$ cat src/sv/rope_pkg.sv
// shared types, constants and tables for the rotary position embedding unit
package rope_pkg;

	localparam int MAX_PAIRS    = 64;
	localparam int CORDIC_STEPS = 16;
	localparam int IDX_W        = $clog2(MAX_PAIRS);
	localparam int CS_W         = 34;
	// read, two blend stages, frequency, angle, fold, steps, quadrant, three math, output
	localparam int LAT          = CORDIC_STEPS + 11;
	localparam logic [31:0] CORDIC_GAIN = 32'h26DD3B6A;

	typedef enum logic [2:0] {
		CFG_YARN_ENABLE  = 3'd0,
		CFG_INV_FACTOR   = 3'd1,
		CFG_RAMP_LOW     = 3'd2,
		CFG_RAMP_INV_W   = 3'd3,
		CFG_MAG_SCALE    = 3'd4,
		CFG_MAX_POS      = 3'd5,
		CFG_HALF_DIM     = 3'd6
	} cfg_index_t;

	localparam logic OP_LOAD   = 1'b0;
	localparam logic OP_ROTATE = 1'b1;

	// per-item data carried alongside the arithmetic
	typedef struct packed {
		logic              rot;
		logic [IDX_W-1:0]  idx;
		logic signed [15:0] even;
		logic signed [15:0] odd;
	} meta_t;

	// arctangent of 2^-i in turns, Q0.32
	function automatic logic [31:0] atan_turns(input int i);
		logic [31:0] r;
		case (i)
			0: r = 32'h20000000;  1: r = 32'h12E4051E;  2: r = 32'h09FB385B;
			3: r = 32'h051111D4;  4: r = 32'h028B0D43;  5: r = 32'h0145D7E1;
			6: r = 32'h00A2F61E;  7: r = 32'h00517C55;  8: r = 32'h0028BE53;
			9: r = 32'h00145F2F;  10: r = 32'h000A2F98; 11: r = 32'h000517CC;
			12: r = 32'h00028BE6; 13: r = 32'h000145F3; 14: r = 32'h0000A2FA;
			15: r = 32'h0000517D; 16: r = 32'h000028BE; 17: r = 32'h0000145F;
			18: r = 32'h00000A30; 19: r = 32'h00000518; 20: r = 32'h0000028C;
			21: r = 32'h00000146; 22: r = 32'h000000A3; 23: r = 32'h00000051;
			24: r = 32'h00000029; 25: r = 32'h00000014; 26: r = 32'h0000000A;
			27: r = 32'h00000005; 28: r = 32'h00000003; 29: r = 32'h00000001;
			30: r = 32'h00000001;
			default: r = 32'h00000000;
		endcase
		return r;
	endfunction

endpackage

$ cat src/sv/rope_cordic.sv
// pipelined quadrant-folded cordic giving cosine and sine of an angle in turns
module rope_cordic
	import rope_pkg::*;
(
	input  logic                   clk,
	input  logic                   adv,
	input  logic [31:0]            angle,
	output logic signed [CS_W-1:0] cos_out,
	output logic signed [CS_W-1:0] sin_out
);

	logic signed [CS_W-1:0] x_q [0:CORDIC_STEPS];
	logic signed [CS_W-1:0] y_q [0:CORDIC_STEPS];
	logic signed [CS_W-1:0] z_q [0:CORDIC_STEPS];
	logic [1:0]             q_q [0:CORDIC_STEPS];
	logic [31:0]            rounded;
	logic [1:0]             quad;
	logic [31:0]            resid;

	// quadrant just above the angle and residual to it, in [-1/4, 0) turn
	assign rounded = angle + 32'h40000000;
	assign quad    = rounded[31:30];
	assign resid   = angle - {quad, 30'd0};

	always_ff @(posedge clk) begin
		if (adv) begin
			x_q[0] <= CS_W'(CORDIC_GAIN);
			y_q[0] <= '0;
			z_q[0] <= CS_W'($signed(resid));
			q_q[0] <= quad;
		end
	end

	// one micro-rotation per stage
	for (genvar i = 0; i < CORDIC_STEPS; i++) begin : g_step
		logic signed [CS_W-1:0] dx, dy, at;
		assign dx = x_q[i] >>> i;
		assign dy = y_q[i] >>> i;
		assign at = CS_W'(atan_turns(i));
		always_ff @(posedge clk) begin
			if (adv) begin
				if (!z_q[i][CS_W-1]) begin
					x_q[i+1] <= x_q[i] - dy;
					y_q[i+1] <= y_q[i] + dx;
					z_q[i+1] <= z_q[i] - at;
				end else begin
					x_q[i+1] <= x_q[i] + dy;
					y_q[i+1] <= y_q[i] - dx;
					z_q[i+1] <= z_q[i] + at;
				end
				q_q[i+1] <= q_q[i];
			end
		end
	end

	// apply the quadrant exactly
	always_ff @(posedge clk) begin
		if (adv) begin
			case (q_q[CORDIC_STEPS])
				2'd0: begin
					cos_out <= x_q[CORDIC_STEPS];
					sin_out <= y_q[CORDIC_STEPS];
				end
				2'd1: begin
					cos_out <= -y_q[CORDIC_STEPS];
					sin_out <= x_q[CORDIC_STEPS];
				end
				2'd2: begin
					cos_out <= -x_q[CORDIC_STEPS];
					sin_out <= -y_q[CORDIC_STEPS];
				end
				default: begin
					cos_out <= y_q[CORDIC_STEPS];
					sin_out <= -x_q[CORDIC_STEPS];
				end
			endcase
		end
	end

endmodule

$ cat config.mk
export PLATFORM = sky130hd
export DESIGN_NAME = rope_cordic
export DESIGN_NICKNAME = d
export VERILOG_FILES = /design/src/sv/rope_pkg.sv /design/src/sv/rope_cordic.sv
export SDC_FILE = /design/constraint.sdc
export NUM_CORES = 2
export LEC_CHECK = 0
export BUFFER_PORTS_ARGS = -buffer_cell sky130_fd_sc_hd__buf_2
export CAP_MARGIN = 5
export CORE_MARGIN = 3
export CORE_UTILIZATION = 65
export DETAILED_ROUTE_END_ITERATION = 16
export PLACE_DENSITY = 0.91
export SYNTH_ARGS = -nofsm -noshare
export SYNTH_HDL_FRONTEND = slang
export SYNTH_SLANG_ARGS = --single-unit
$ cat constraint.sdc
create_clock -name clk -period 7.3 [get_ports clk]
set_clock_uncertainty 0.1 [all_clocks]
set_input_delay 0.73 -clock clk [delete_from_list [all_inputs] [get_ports clk]]
set_output_delay 0.73 -clock clk [all_outputs]
set_load 0.02 [all_outputs]
==> flow_metrics.env <==
export IMPL_postCtsSetupBuffers=0
export IMPL_worstHoldPathCells=2
export IMPL_globalRouteOverflowTotal=0
export IMPL_grt_first_pass_wirelength_um=523000
export IMPL_hpwl_um=246000
export IMPL_synth_lib_cells_used_distinct=97
export IMPL_period_minus_slack_ns=6.05
export IMPL_via_count_of_the_first_global_routing_pass=101000
export IMPL_cts_sinks=1604
export IMPL_floorplan_initialDensity_pct=65.8
export IMPL_rr_worst_depth=18
export IMPL_die_height_um=454
export IMPL_core_box_area_mm2=0.199
export IMPL_synth_async_sr_flop_share_pct=0
export IMPL_synth_cell_area_mm2=0.131
export IMPL_worst_tran_pin_value_ns=1.30
export IMPL_fmaxAchievable_mhz=165
export IMPL_critical_path_endpoint_type="flip-flop"
export IMPL_first_iter_violations=11500
export IMPL_design_final_nets=15100
export IMPL_number_of_enable_flip_flop_cells_after_synthesis=1604
export IMPL_status="completed"
export IMPL_final_common_cell="edfxtp_1"
export IMPL_final_max_slew_violation_count=0
export IMPL_clk_insertion_delay_late_ns=0.86
export IMPL_max_cap_violations=0
export IMPL_path_clk_slew_ns=0.06
export IMPL_crit_fanout=5
export IMPL_drive_gt1_share_pct=4.38
export IMPL_timing_final_setup_violations=0
export IMPL_die_x_um=454
export IMPL_routed_via_count=106000
export IMPL_cts_buffers_inserted=175
export IMPL_antenna_diode_count=0
export IMPL_final_hold_violation_count=0
export IMPL_cts_htree_levels=4
export IMPL_drt_pass1_iter_count=14
export IMPL_synth_area_leader_cell="edfxtp_1"
export IMPL_filler_cell_count=14000
export IMPL_hold_endpoint="q_q[0][0]$_DFFE_PP_"
export IMPL_hold_path_class="primary input to flip-flop"
export IMPL_synth_top_area_share_pct=36.9
export IMPL_ys_top_cells_by_area="edfxtp_1 (37%), ha_1 (13%), xnor2_1 (8.6%), a21oi_1 (5.4%), xor2_1 (4.4%)"
export IMPL_drtAntennaViolNets=0
export IMPL_cp_start_kind="flip-flop"
export IMPL_worst_endpoint_arrival_ns=6.54
export IMPL_netlist_instances=13500
export IMPL_setup_tns_final_ns=0
export IMPL_initial_antenna_violation_count=3
export IMPL_sequential_fraction_of_the_synthesis_area_pct=36.9
export IMPL_worst_r2r_setup_slack_ns=1.25
export IMPL_syn_area_per_cell_um2=9.68
export IMPL_port_buffers=101
export IMPL_tritoncts_clock_tree="done"
export IMPL_grt_total_usage_pct=30.8
export IMPL_critical_path_reg2reg_startpoint="x_q[9][9]$_DFFE_PP_"
export IMPL_startpoint_of_the_most_critical_hold_path="angle[30]"
export IMPL_syn2layout_area_growth_pct=7.48
export IMPL_r2r_end="y_q[10][32]$_DFFE_PP_"
export IMPL_floorplan_io_pins=102
export IMPL_syn_nets=15000
export IMPL_via_per_inst=6.45
export IMPL_slew_limit_headroom_pct=12.7
export IMPL_timing_final_crit_share_pct=82.9
export IMPL_grt_setup_unrepaired="false"
export IMPL_post_route_drc_count=0
export IMPL_floorplan_die_area_mm2=0.206
export IMPL_synth_warnings=0
export IMPL_crit_type="flip-flop to flip-flop"
export IMPL_cts_root_buf="clkbuf_16"
export IMPL_grt_start_max_net_pins=154
export IMPL_timing_critical_path_required_ns=7.79
export IMPL_detail_route_wl_per_cell_um=19.9
export IMPL_routabilityCongestion=0.976
export IMPL_layout_common_cells="edfxtp_1 (1604), a21oi_1 (1397), ha_1 (1397), xnor2_1 (1283), nor2_1 (1061)"
export IMPL_ys_flop_type="edfxtp_1"
export IMPL_totalWireLength_um=327000
export IMPL_ys_seq_elements=1604
export IMPL_cts_root_to_sink_buffers=3
export IMPL_number_of_rows_in_the_core_area=163
-- sequential cells by signal, indices dropped and copies added (netlist names) --
signal	flops
cos_out	34
q_q	34
sin_out	34
x_q	484
y_q	511
z_q	507
-- cell usage after synthesis (23+ instances only) --
| cell | number |
|---|---|
| edfxtp_1 | 1604 |
| a211o_1 | 28 |
| a21oi_1 | 1397 |
| nand2b_1 | 239 |
| nand3b_1 | 32 |
| nand2_1 | 792 |
| fa_1 | 43 |
| a21o_1 | 714 |
| o31ai_1 | 142 |
| or4_1 | 38 |
| buf_1 | 45 |
| and2_1 | 78 |
| and3_1 | 111 |
| a211oi_1 | 104 |
| o211ai_1 | 68 |
| a2111oi_0 | 27 |
| xnor2_1 | 1283 |
| a311oi_1 | 23 |
| mux2i_1 | 67 |
| nor4_1 | 69 |
| o31a_1 | 32 |
| or2_2 | 61 |
| nor3b_1 | 36 |
| nor3_1 | 316 |
| o21bai_1 | 154 |
| inv_1 | 551 |
| a221oi_1 | 26 |
| clkbuf_1 | 178 |
| a31o_2 | 27 |
| ha_1 | 1397 |
| or3_1 | 93 |
| a221o_1 | 23 |
| xor2_1 | 650 |
| nor2_1 | 1061 |
| nor2b_1 | 192 |
| o41ai_1 | 56 |
| a41oi_1 | 29 |
| o21a_1 | 194 |
| nand4_1 | 103 |
| nand3_1 | 190 |
| a31oi_1 | 135 |
| mux2_2 | 42 |
| and4_1 | 35 |
| a21boi_0 | 47 |
| o21ai_0 | 752 |
-- worst max-delay path by stage --
stage,from,cells after the start,to,slack (ns)
after global routing,x_q[9][9]$_DFFE_PP_,18,y_q[10][32]$_DFFE_PP_,0.90
after detailed placement,adv,15,x_q[6][29]$_DFFE_PP_,1.18
after global placement,adv,17,y_q[7][33]$_DFFE_PP_,1.33
after CTS,x_q[9][9]$_DFFE_PP_,18,y_q[10][32]$_DFFE_PP_,1.33
after floorplan,adv,18,z_q[7][32]$_DFFE_PP_,1.97
final,x_q[9][9]$_DFFE_PP_,18,y_q[10][32]$_DFFE_PP_,1.25
-- timing repair --
action | CTS | global route
hold buffers | 30 | 0
resized for setup | 0 | 0
hold endpoints to repair | 30 | 0
-- cell type report --
cell class	instances	area, um^2	share of cell area (%)
Multi-Input combinational cell	11100	79600	56.7
Sequential cell	1604	48200	34.3
Clock buffer	209	4530	3.22
Tap cell	2640	3300	2.35
Inverter	560	2100	1.50
Clock inverter	113	1410	1.00
Timing Repair Buffer	201	1370	0.975
-- stage by stage --
step	instance area, um^2	setup WS, ns	hold WS [ns]	utilization (%)	instances
5_1_grt	140000	0.898	0.0261	70.7	16400
6_report	140000	1.25	0.0565	70.7	16400
2_1_floorplan	131000	1.97	0.300	-	13500
4_1_cts	140000	1.33	0.00936	70.7	16400
3_3_place_gp	134000	1.33	0.300	67.6	16100
3_5_place_dp	134000	1.18	0.305	67.6	16100
-- cells by family (layout without fill, tap and decap cells) --
kind of cell | Yosys count | after routing | share of synthesized area, %
other | 1 | 1 | 0.00287
adder cells (fa/ha/maj) | 1440 | 1440 | 14.0
flip-flops | 1604 | 1604 | 36.9
AND/OR/NAND/NOR | 3486 | 3486 | 12.9
AO/OA/AOI/OAI | 4134 | 4134 | 20.0
buffers and inverters | 786 | 1083 | 2.26
multiplexers | 112 | 112 | 0.921
XOR/XNOR | 1935 | 1935 | 13.0
-- routing by layer --
metal	vias up	GRT usage, %	share of wire, %
met1	49800	39.4	40
li1	50400	-	-
met4	0	13.8	4.9
met5	-	0	0
met2	4804	51.8	47
met3	995	4.45	7.7
-- critical path, cell delays in order, from the launching register on --
cell	delay (ns)
edfxtp_1	0.51
or2_2	0.33
nor4_1	0.38
nand2b_1	0.13
or4_1	0.43
nor3_1	0.38
nand2_1	0.16
nor4_2	0.34
nor2_1	0.10
xnor2_1	0.16
ha_1	0.42
nand4_1	0.19
or4b_2	0.70
a21oi_1	0.25
o21ai_0	0.20
o31ai_1	0.38
o41ai_1	0.19
o211ai_1	0.29
o211ai_1	0.14
Power is not shown: default switching activity piles up to over one toggle a cycle in this logic, so the estimate is an artifact.
